`src/rtl/lpd_pkg.sv`:
```
// Package for the length-prefixed packet deframer.
// Holds the result kind codes, the result word type and shared constants.
// No dependencies.
package lpd_pkg;

  localparam int unsigned LEN_W = 32;
  localparam int unsigned BYTE_W = 8;
  localparam int unsigned HDR_POS_W = 2;

  // Prefix size in bytes; the prefix counts toward the total length.
  localparam logic [LEN_W-1:0] PREFIX_BYTES = 32'd4;
  // Reset value of the maximum accepted packet length.
  localparam logic [LEN_W-1:0] MAX_LEN_RESET = 32'd16384;
  // Position of the last prefix byte.
  localparam logic [HDR_POS_W-1:0] HDR_LAST_POS = 2'd3;

  typedef enum logic [1:0] {
    KIND_PAYLOAD   = 2'd0,
    KIND_INVALID   = 2'd1,
    KIND_OVERSIZED = 2'd2
  } kind_t;

  typedef struct packed {
    logic [LEN_W-1:0]  packet_length;
    logic              last_of_packet;
    logic              first_of_packet;
    kind_t             kind;
    logic [BYTE_W-1:0] payload_byte;
  } res_t;

endpackage

```
`src/rtl/lpd_step.sv`:
```
// Per-word framing step: header gathering, payload pass and discard state.
// Depends on lpd_pkg. Produces at most one result word per accepted word.
module lpd_step (
  input  logic                      clk,
  input  logic                      rst,
  input  logic                      accept,
  input  logic                      mode,
  input  logic [lpd_pkg::BYTE_W-1:0] byte_in,
  input  logic [lpd_pkg::LEN_W-1:0]  max_len,
  output logic                      res_valid,
  output lpd_pkg::res_t             res
);

  logic [lpd_pkg::HDR_POS_W-1:0] header_bytes_seen, header_bytes_seen_next;
  logic [lpd_pkg::LEN_W-1:0]     length_accumulator, length_accumulator_next;
  logic [lpd_pkg::LEN_W-1:0]     payload_remaining, payload_remaining_next;
  logic                          discarding, discarding_next;
  logic                          at_payload_start, at_payload_start_next;

  logic [lpd_pkg::LEN_W-1:0] hdr_len;
  logic [lpd_pkg::LEN_W-1:0] rem_dec;
  logic                      produce;

  // Full length as it stands once the last prefix byte arrives.
  assign hdr_len = {byte_in, length_accumulator[23:0]};
  assign rem_dec = payload_remaining - 32'd1;

  always_comb begin
    header_bytes_seen_next  = header_bytes_seen;
    length_accumulator_next = length_accumulator;
    payload_remaining_next  = payload_remaining;
    discarding_next         = discarding;
    at_payload_start_next   = at_payload_start;
    produce                 = 1'b0;
    res.kind                = lpd_pkg::KIND_PAYLOAD;
    res.payload_byte        = '0;
    res.first_of_packet     = 1'b0;
    res.last_of_packet      = 1'b0;
    res.packet_length       = length_accumulator;

    if (mode) begin
      // Restart: drop everything gathered so far.
      header_bytes_seen_next  = '0;
      length_accumulator_next = '0;
      payload_remaining_next  = '0;
      discarding_next         = 1'b0;
      at_payload_start_next   = 1'b0;
    end else if (payload_remaining != '0) begin
      payload_remaining_next = rem_dec;
      if (discarding) begin
        if (rem_dec == '0) begin
          discarding_next = 1'b0;
        end
      end else begin
        produce               = 1'b1;
        res.payload_byte      = byte_in;
        res.first_of_packet   = at_payload_start;
        res.last_of_packet    = (payload_remaining == 32'd1);
        at_payload_start_next = 1'b0;
      end
    end else if (header_bytes_seen != lpd_pkg::HDR_LAST_POS) begin
      header_bytes_seen_next = header_bytes_seen + 2'd1;
      case (header_bytes_seen)
        2'd0:    length_accumulator_next = {24'd0, byte_in};
        2'd1:    length_accumulator_next = {16'd0, byte_in, length_accumulator[7:0]};
        2'd2:    length_accumulator_next = {8'd0, byte_in, length_accumulator[15:0]};
        default: length_accumulator_next = length_accumulator;
      endcase
    end else begin
      header_bytes_seen_next  = '0;
      length_accumulator_next = hdr_len;
      res.packet_length       = hdr_len;
      if (hdr_len <= lpd_pkg::PREFIX_BYTES) begin
        produce  = 1'b1;
        res.kind = lpd_pkg::KIND_INVALID;
      end else begin
        payload_remaining_next = hdr_len - lpd_pkg::PREFIX_BYTES;
        if (hdr_len > max_len) begin
          produce               = 1'b1;
          res.kind              = lpd_pkg::KIND_OVERSIZED;
          discarding_next       = 1'b1;
          at_payload_start_next = 1'b0;
        end else begin
          discarding_next       = 1'b0;
          at_payload_start_next = 1'b1;
        end
      end
    end
  end

  assign res_valid = accept & produce;

  always_ff @(posedge clk) begin
    if (rst) begin
      header_bytes_seen  <= '0;
      length_accumulator <= '0;
      payload_remaining  <= '0;
      discarding         <= 1'b0;
      at_payload_start   <= 1'b0;
    end else if (accept) begin
      header_bytes_seen  <= header_bytes_seen_next;
      length_accumulator <= length_accumulator_next;
      payload_remaining  <= payload_remaining_next;
      discarding         <= discarding_next;
      at_payload_start   <= at_payload_start_next;
    end
  end

  // A partial header only builds while no payload is outstanding.
  assert property (@(posedge clk) disable iff (rst)
    header_bytes_seen != '0 |-> payload_remaining == '0)
    else $error("header gathering overlaps a payload");

  // Discard mode always has bytes left to swallow.
  assert property (@(posedge clk) disable iff (rst)
    discarding |-> payload_remaining != '0)
    else $error("discarding with nothing remaining");

  // A packet being swallowed never marks a first payload byte.
  assert property (@(posedge clk) disable iff (rst)
    at_payload_start |-> !discarding)
    else $error("first mark set on a discarded packet");

endmodule

```
`src/rtl/lpd_out_skid.sv`:
```
// Output register with a skid stage for the deframer result words.
// Depends on lpd_pkg. Keeps the upstream side ready while one result waits.
module lpd_out_skid (
  input  logic          clk,
  input  logic          rst,
  input  logic          in_valid,
  input  lpd_pkg::res_t in_res,
  output logic          in_ready,
  output logic          out_valid,
  input  logic          out_ready,
  output lpd_pkg::res_t out_res
);

  logic          skid_valid;
  lpd_pkg::res_t skid_res;
  logic          load_out;

  assign in_ready = !skid_valid;
  assign load_out = !out_valid || out_ready;

  always_ff @(posedge clk) begin
    if (rst) begin
      out_valid  <= 1'b0;
      skid_valid <= 1'b0;
    end else if (load_out) begin
      if (skid_valid) begin
        out_valid  <= 1'b1;
        skid_valid <= 1'b0;
      end else begin
        out_valid <= in_valid;
      end
    end else if (in_valid) begin
      skid_valid <= 1'b1;
    end
  end

  always_ff @(posedge clk) begin
    if (load_out) begin
      if (skid_valid) begin
        out_res <= skid_res;
      end else if (in_valid) begin
        out_res <= in_res;
      end
    end else if (in_valid) begin
      skid_res <= in_res;
    end
  end

  assert property (@(posedge clk) disable iff (rst)
    skid_valid |-> out_valid)
    else $error("skid holds a word while the output is empty");

  assert property (@(posedge clk) disable iff (rst)
    !(in_valid && skid_valid))
    else $error("word arrived while the skid stage was full");

  assert property (@(posedge clk) disable iff (rst)
    skid_valid && out_ready |=> out_valid && out_res == $past(skid_res))
    else $error("skid word not moved to the output");

endmodule

```
`src/rtl/length_prefixed_packet_deframer.sv`:
```
// Length-prefixed packet deframer, top level.
// A result word is registered in the output stage (or the skid stage while m_tready is low) before it appears on m_*.
// Throughput: one input word per cycle while s_tready is high; the output register plus a one-word
// skid stage keep s_tready high while a single result waits on m_tready.
// Reset (rst, synchronous): clears header, payload and discard state, empties
// the output; max_packet_length returns to 16384.
// Depends on lpd_pkg, lpd_step and lpd_out_skid.
module length_prefixed_packet_deframer (
  input  logic                      clk,
  input  logic                      rst,
  // Configuration: maximum accepted total packet length.
  input  logic                      cfg_wr_en,
  input  logic [lpd_pkg::LEN_W-1:0] cfg_wr_data,
  // Input stream.
  input  logic                      s_tvalid,
  output logic                      s_tready,
  input  logic [7:0]                s_tdata,   // [7:0] byte_in
  input  logic                      s_tuser,   // [0] mode (1 = connection restart)
  // Result stream.
  output logic                      m_tvalid,
  input  logic                      m_tready,
  output logic [39:0]               m_tdata,   // [7:0] payload_byte, [39:8] packet_length
  output logic [2:0]                m_tuser,   // [1:0] kind, [2] first_of_packet
  output logic                      m_tlast    // last_of_packet
);

  logic [lpd_pkg::LEN_W-1:0] max_packet_length;
  logic                      s_accept;
  logic                      res_valid;
  lpd_pkg::res_t             res;
  lpd_pkg::res_t             out_res;

  // Hold the size limit; the user must write it only while the block is idle; the block does not enforce this.
  always_ff @(posedge clk) begin
    if (rst) begin
      max_packet_length <= lpd_pkg::MAX_LEN_RESET;
    end else if (cfg_wr_en) begin
      max_packet_length <= cfg_wr_data;
    end
  end

  assign s_accept = s_tvalid && s_tready;

  // Framing state advances on every accepted word; restarts and plain
  // header bytes leave no result.
  lpd_step u_step (
    .clk       (clk),
    .rst       (rst),
    .accept    (s_accept),
    .mode      (s_tuser),
    .byte_in   (s_tdata),
    .max_len   (max_packet_length),
    .res_valid (res_valid),
    .res       (res)
  );

  // Register the result; the skid stage absorbs one word of backpressure.
  lpd_out_skid u_out (
    .clk       (clk),
    .rst       (rst),
    .in_valid  (res_valid),
    .in_res    (res),
    .in_ready  (s_tready),
    .out_valid (m_tvalid),
    .out_ready (m_tready),
    .out_res   (out_res)
  );

  assign m_tdata = {out_res.packet_length, out_res.payload_byte};
  assign m_tuser = {out_res.first_of_packet, out_res.kind};
  assign m_tlast = out_res.last_of_packet;

endmodule
```
`config.mk`:
```
export PLATFORM = sky130hd
export DESIGN_NAME = length_prefixed_packet_deframer
export DESIGN_NICKNAME = d
export VERILOG_FILES = /design/src/rtl/lpd_pkg.sv /design/src/rtl/lpd_step.sv /design/src/rtl/lpd_out_skid.sv /design/src/rtl/length_prefixed_packet_deframer.sv
export SDC_FILE = /design/constraint.sdc
export NUM_CORES = 1
export LEC_CHECK = 0
export BUFFER_PORTS_ARGS = -buffer_cell sky130_fd_sc_hd__buf_2
export CAP_MARGIN = 20
export CELL_PAD_IN_SITES_DETAIL_PLACEMENT = 2
export CELL_PAD_IN_SITES_GLOBAL_PLACEMENT = 2
export CORE_ASPECT_RATIO = 1.25
export CORE_MARGIN = 8
export CORE_UTILIZATION = 34
export DETAILED_ROUTE_END_ITERATION = 10
export PLACE_DENSITY = 0.86
export SLEW_MARGIN = 20
export SYNTH_ARGS = -nofsm -noshare
export SYNTH_HDL_FRONTEND = slang
export SYNTH_SLANG_ARGS = --single-unit
export TNS_END_PERCENT = 50
```
`constraint.sdc`:
```
create_clock -name clk -period 6.1 [get_ports clk]
set_clock_uncertainty 0.05 [all_clocks]
set_input_delay 0.305 -clock clk [delete_from_list [all_inputs] [get_ports clk]]
set_output_delay 0.305 -clock clk [all_outputs]
set_load 0.02 [all_outputs]
```
* After elaboration in Yosys (flattened, before gate mapping) *
Cells that the tools add are included.

cells by class
  add/sub/neg operators = 3
  order comparisons = 2
  eq/ne operators = 11
  multiplexer cells = 43
  bitwise logic cells = 2
  reduce and logical (&&, ||, !) cells = 22

operators by type and width
  cell                                                             count
  two-way mux 32 bit                                               9
  two-way mux 44 bit                                               3
  one-hot mux 32 bit (3 select lines)                              1
  == test 32 x 1 -> 1 bit, second input constant                   1
  > comparator 32 bit                                              1
  less-or-equal comparator 32 x 3 -> 1 bit, second input constant  1
  logical NOT 32 bit                                               1
  nonzero test 32 bit                                              1
  subtractor 32 x 1 -> 32 bit, second input constant               1
  subtractor 32 x 3 -> 32 bit, second input constant               1
  two-way mux 1 bit                                                19
  two-way mux 2 bit                                                9
  two-way mux 8 bit                                                2
  != test 2 bit, second input constant                             4
  AND reduction 4 bit                                              2
  != test 3 x 2 -> 1 bit, second input constant                    2
  AND reduction 2 bit                                              3
  AND reduction 3 bit                                              2
  AND reduction 6 bit                                              1
  nonzero test 2 bit                                               3
  != test 5 bit, second input constant                             1
  AND reduction 5 bit                                              1
  nonzero test 4 bit                                               1
  != test 3 bit, second input constant                             1
  11 further kinds                                                 12

storage, ports and cells
  register bits after elaboration = 190
  word-level logic and storage cells = 104

* Depth between registers and ports, before layout *
  depth after elaboration = 9
  gate-level depth with buffers = 12
  gate-level depth less buffers = 10

* By module *
Synthesis repeated with hierarchy kept, for this count alone.

unflattened totals
  cells, all modules = 1019
  area, all modules = 10367.4 um2

by module, submodules not included
  module                           instances  cells each  area an instance (um2)
  lpd_step                         1          768         5744.3
  lpd_out_skid                     1          147         3450.8
  length_prefixed_packet_deframer  1          104         1172.4

* Worst setup path before layout *
OpenSTA, ideal clock, no wires.

  path kind = reg2reg
  from = register u_step.payload_remaining[12] (netlist bit)
  to = register, netlist name u_out.out_res[0]
  library setup time = 0.513 ns
  data arrival time = 5.320 ns
  data required time = 5.537 ns
  slack = 0.218 ns
  cell stages (with the launch flop) = 9
  path buffers = 1
  clock period less this slack = 5.882 ns
  path through = dfxtp_1 or3_4 or3_1 buf_2 nor4_4 nand2_1 a21oi_1 o21ai_0 a21boi_0

between the ends
  longest elaborated chain between the ends = 6

RTL lines
  item                                  RTL line         RTL
  start, declared                       lpd_step.sv:16   logic [lpd_pkg::LEN_W-1:0] payload_remaining, payload_remaining_next;
  start signal, assigned                lpd_step.sv:103  payload_remaining <= payload_remaining_next;
  nonzero test 32 bit                   lpd_step.sv:48   end else if (payload_remaining != '0) begin
  two-way mux 1 bit                     lpd_step.sv:48
  two-way mux 1 bit                     lpd_step.sv:41   if (mode) begin
  AND 1 bit                             lpd_step.sv:91   assign res_valid = accept & produce;
  nonzero test 2 bit (no source line)   --
  AND reduction 2 bit (no source line)  --

Every way passes these cells.
A chain may end at the register's enable or synchronous reset.

* Final worst setup path *
  from = register u_step.length_accumulator[17] (netlist bit)
  to = register, netlist name u_out.out_res[14]

between the ends
  longest elaborated chain between the ends = 9
  elaborated cells on any way between the ends = 10
  classes of those cells = order compare (2); mux (5); bitwise (1); reduce/logical (2)

RTL lines
  item                                      RTL line         RTL
  start, declared                           lpd_step.sv:15   logic [lpd_pkg::LEN_W-1:0] length_accumulator, length_accumulator_next;
  start signal, assigned                    lpd_step.sv:102  length_accumulator <= length_accumulator_next;
  > comparator 32 bit                       lpd_step.sv:78   if (hdr_len > max_len) begin
  two-way mux 1 bit                         lpd_step.sv:78
  two-way mux 1 bit (*)                     lpd_step.sv:73   if (hdr_len <= lpd_pkg::PREFIX_BYTES) begin
  two-way mux 1 bit (*)                     lpd_step.sv:61   end else if (header_bytes_seen != lpd_pkg::HDR_LAST_POS) begin
  two-way mux 1 bit (*)                     lpd_step.sv:48
  two-way mux 1 bit (*)                     lpd_step.sv:41
  AND 1 bit (*)                             lpd_step.sv:91
  nonzero test 2 bit (no source line) (*)   --
  AND reduction 2 bit (no source line) (*)  --

Mark *: on every way between the ends. The rest lies on a longest branch, timed or not.

==> impl_metrics.toml <==
[floorplanning]
fp.dieH_um = 207
pin_count = 92
design.core.area_mm2 = 0.0285
rows = 69
die-area_mm2 = 0.0348
fp.dieW_um = 168
start_util_pct = 34.7

[synth]
synthArstFlopShare_pct = 0
yosysTopAreaCellShare_pct = 26.8
synth-edff-count = 88
synth_seq_cells = 190
syn_inst = 1018
synth_ff_type = "dfxtp_1"
yosys-top-cells-area = "edfxtp_1 (27%), dfxtp_1 (21%), mux2_2 (5.6%)"
syn_area_mm2 = 0.00988
synth_cell_types = 63
synth_most_common_cell = "nor2_1"
syn_avg_cell_area_um2 = 9.70
ys_seq_area_share_pct = 47.4
syn-num-nets = 1105
yosys.area.top_type = "edfxtp_1"
ys_warn_count = 0
synth_common_cells = "nor2_1 (103), dfxtp_1 (102), edfxtp_1 (88)"

[drt]
routed_via_density = 5.76
ant_nets = 0
first_iter_violations = 407
vias = 8338
wl_mm = 34.9
wire_per_inst_um = 24.1
drc = 0
firstDrtPassIters = 5

[grt]
antenna_found_initial = 0
overflow = 0
grt_usage_pct = 20.2
first_global_vias = 9322
grt_max_degree = 48
grt_pass1_wl_mm = 54.3

[sta]
relSlewSlack_pct = 28.8
post-route-period-util_pct = 68.7
setup_tns_ns = 0
finalCriticalPeriod_ns = 4.19
setup_viol = 0
worst_pin_slew_ns = 1.07
holdWs_ns = 0.0459
drv_slew = 0
rsz0062_at_grt = "false"
fmax_mhz = 238
hold_viol = 0

[critical_path]
r2r.worst_path.cells = 10
cp.required_ns = 6.24
crit_fanout = 17
path_class = "reg -> reg"
crit_chain = "ha_1 -> a21oi_1 -> o21ai_0 -> a221oi_1 -> o31ai_1 -> o21ai_0 -> a21oi_1 -> o21ai_0 -> a21boi_4 -> buf_4"
critical_path.slowest_cell = "o21ai_0"
cp-end-kind = "flip-flop"
reg2reg_from = "u_step.length_accumulator[17]"
worst_path_most_repeated_cell = "o21ai_0"
rrSetupSlack_ns = 1.91
crit_arrival_ns = 4.34
slowest_delay_ns = 0.67
critical_path.startpoint = "u_step.length_accumulator[17]"
startpoint_type = "flip-flop"
r2r_end = "u_out.out_res[14]"

[place]
dp_hpwl_mm = 24.8
dp_cells = 1415
portBuffers = 91
place_congestion = 0.878
placed_area_mm2 = 0.0106

[pwr]
p_switching_mw = 3.04
intPower_mw = 3.24
power_frac_clock_pct = 17.7
p_per_area_mw_per_mm2 = 561
p_comb_share_pct = 52.8
p_leak_nw = 4.34
worst_ir_drop_vdd_mv = 0.291
p_seq_share_pct = 29.5
swShare_pct = 48.4

[clock_network]
clkLatencyLatePin_ns = 0.45
root_buffer = "clkbuf_16"
cts.clk_slew.worst_paths_ns = 0.08
cts_tree = "built"
cts-resized-gates = 0
numClockSinks = 190
cts_buffer_depth = 2
htreeDepth = 4
cts_hold_buf = 0
cts-buffers-inserted = 17
cts_setup_buffers = 0

[min_path]
min_to = "max_packet_length[1]"
hp-class = "in -> reg"
hold_depth = 3
hold_start = "cfg_wr_data[1]"

[finish]
finalNetCount = 1166
design_area_mm2 = 0.0112
drive_gt1_share_pct = 18.5
fillers = 3121
instances_no_fill = 1447
regArea_mm2 = 0.00468
insertedDiodeCount = 0
multi_input_area_mm2 = 0.00480
area_delta_synth_final_pct = 13.4

[run]
maxCapViolCount = 0

[outcome]
status = "finished, final reports clean"
per-layer routing:
layer  track usage, %  part of all wire (%)  vias to the layer above
li1                 -                     -                     3818
met3             3.44                   3.6                       65
met5                0                     0                        -
met4             9.42                   3.7                        0
met2             37.8                    52                      205
met1             21.9                    41                     4250
how the worst max path moves through the flow:
stage	end	slack (ns)	cells after the start
finish	u_out.out_res[14]	1.91	10
global route	u_out.out_res[42]	1.70	10
CTS	u_out.out_res[42]	1.94	10
detailed placement	u_step.payload_remaining[9]	1.96	8
global placement	u_out.out_res[13]	2.11	10
floorplan	u_out.out_res[0]	0.22	8
final cells by class:
class,instances,share of cell area [%]
clock buffer,18,3.83
timing repair buffer,102,4.80
clock inverter,14,1.18
tap,355,3.97
inverter,46,1.54
sequential,190,41.8
multi-input combinational,722,42.8
per-stage QoR:
step,power [mW],utilization (%),setup slack (ns)
final,6.28,39.3,1.91
after CTS,6.27,39.3,1.94
after detailed placement,5.12,37.3,1.96
after floorplan,4.09,-,0.218
after global placement,5.01,37.3,2.11
after global routing,6.62,39.3,1.70
cells in the final DEF, fill, tap and decap left out, drive strengths merged, types with 9 or more instances in the layout:
master     n
dfxtp    102
a21oi     76
mux2      49
xnor2     20
nor3      32
nor2     109
a2111oi    9
or4        9
o21ai     42
mux2i     31
inv       50
clkbuf    18
nand3     47
or3       13
buf      102
nand4     15
edfxtp    88
nand2     84
and2      10
nor4      26
ha        41
xor2      16
power groups by stage:
| stage | clock (mW) | combinational, mW | sequential, mW |
|---|---|---|---|
| 2_1_floorplan | 0 | 2.17 | 1.92 |
| 6_report | 1.11 | 3.32 | 1.85 |
| 4_1_cts | 1.13 | 3.30 | 1.85 |
| 5_1_grt | 1.17 | 3.57 | 1.87 |
| 3_3_place_gp | 0 | 3.16 | 1.85 |
| 3_5_place_dp | 0 | 3.25 | 1.87 |
state kept, by name (all words and copies together) (netlist names):
| name | flops |
|---|---|
| u_step.length_accumulator | 32 |
| u_step.discarding | 1 |
| u_step.payload_remaining | 32 |
| u_out.skid_valid | 1 |
| u_out.skid_res | 44 |
| max_packet_length | 32 |
| u_out.out_res | 44 |
| u_step.at_payload_start | 1 |
| u_out.out_valid | 1 |
| u_step.header_bytes_seen | 2 |
worst max-delay path: cells and delay by family (launching register included):
kind	cells	cell delay, ns
AOI/OAI and AO/OA	8	2.65
DFF	1	0.58
adders and majority gates	1	0.33
buffers and inverters	1	0.32
cell families (layout without fill, tap and decap cells):
group           count (synthesis)  in the layout  synth area share [%]
mux                            80             80                  8.73
fa+ha+maj                      41             41                  5.19
compound gates                180            180                  11.1
buf+inv                       106            180                  4.18
xor+xnor                       36             36                  3.19
simple gates                  385            385                  20.2
flops                         190            190                  47.4
Note: power is estimated with default switching activity, not from simulation.
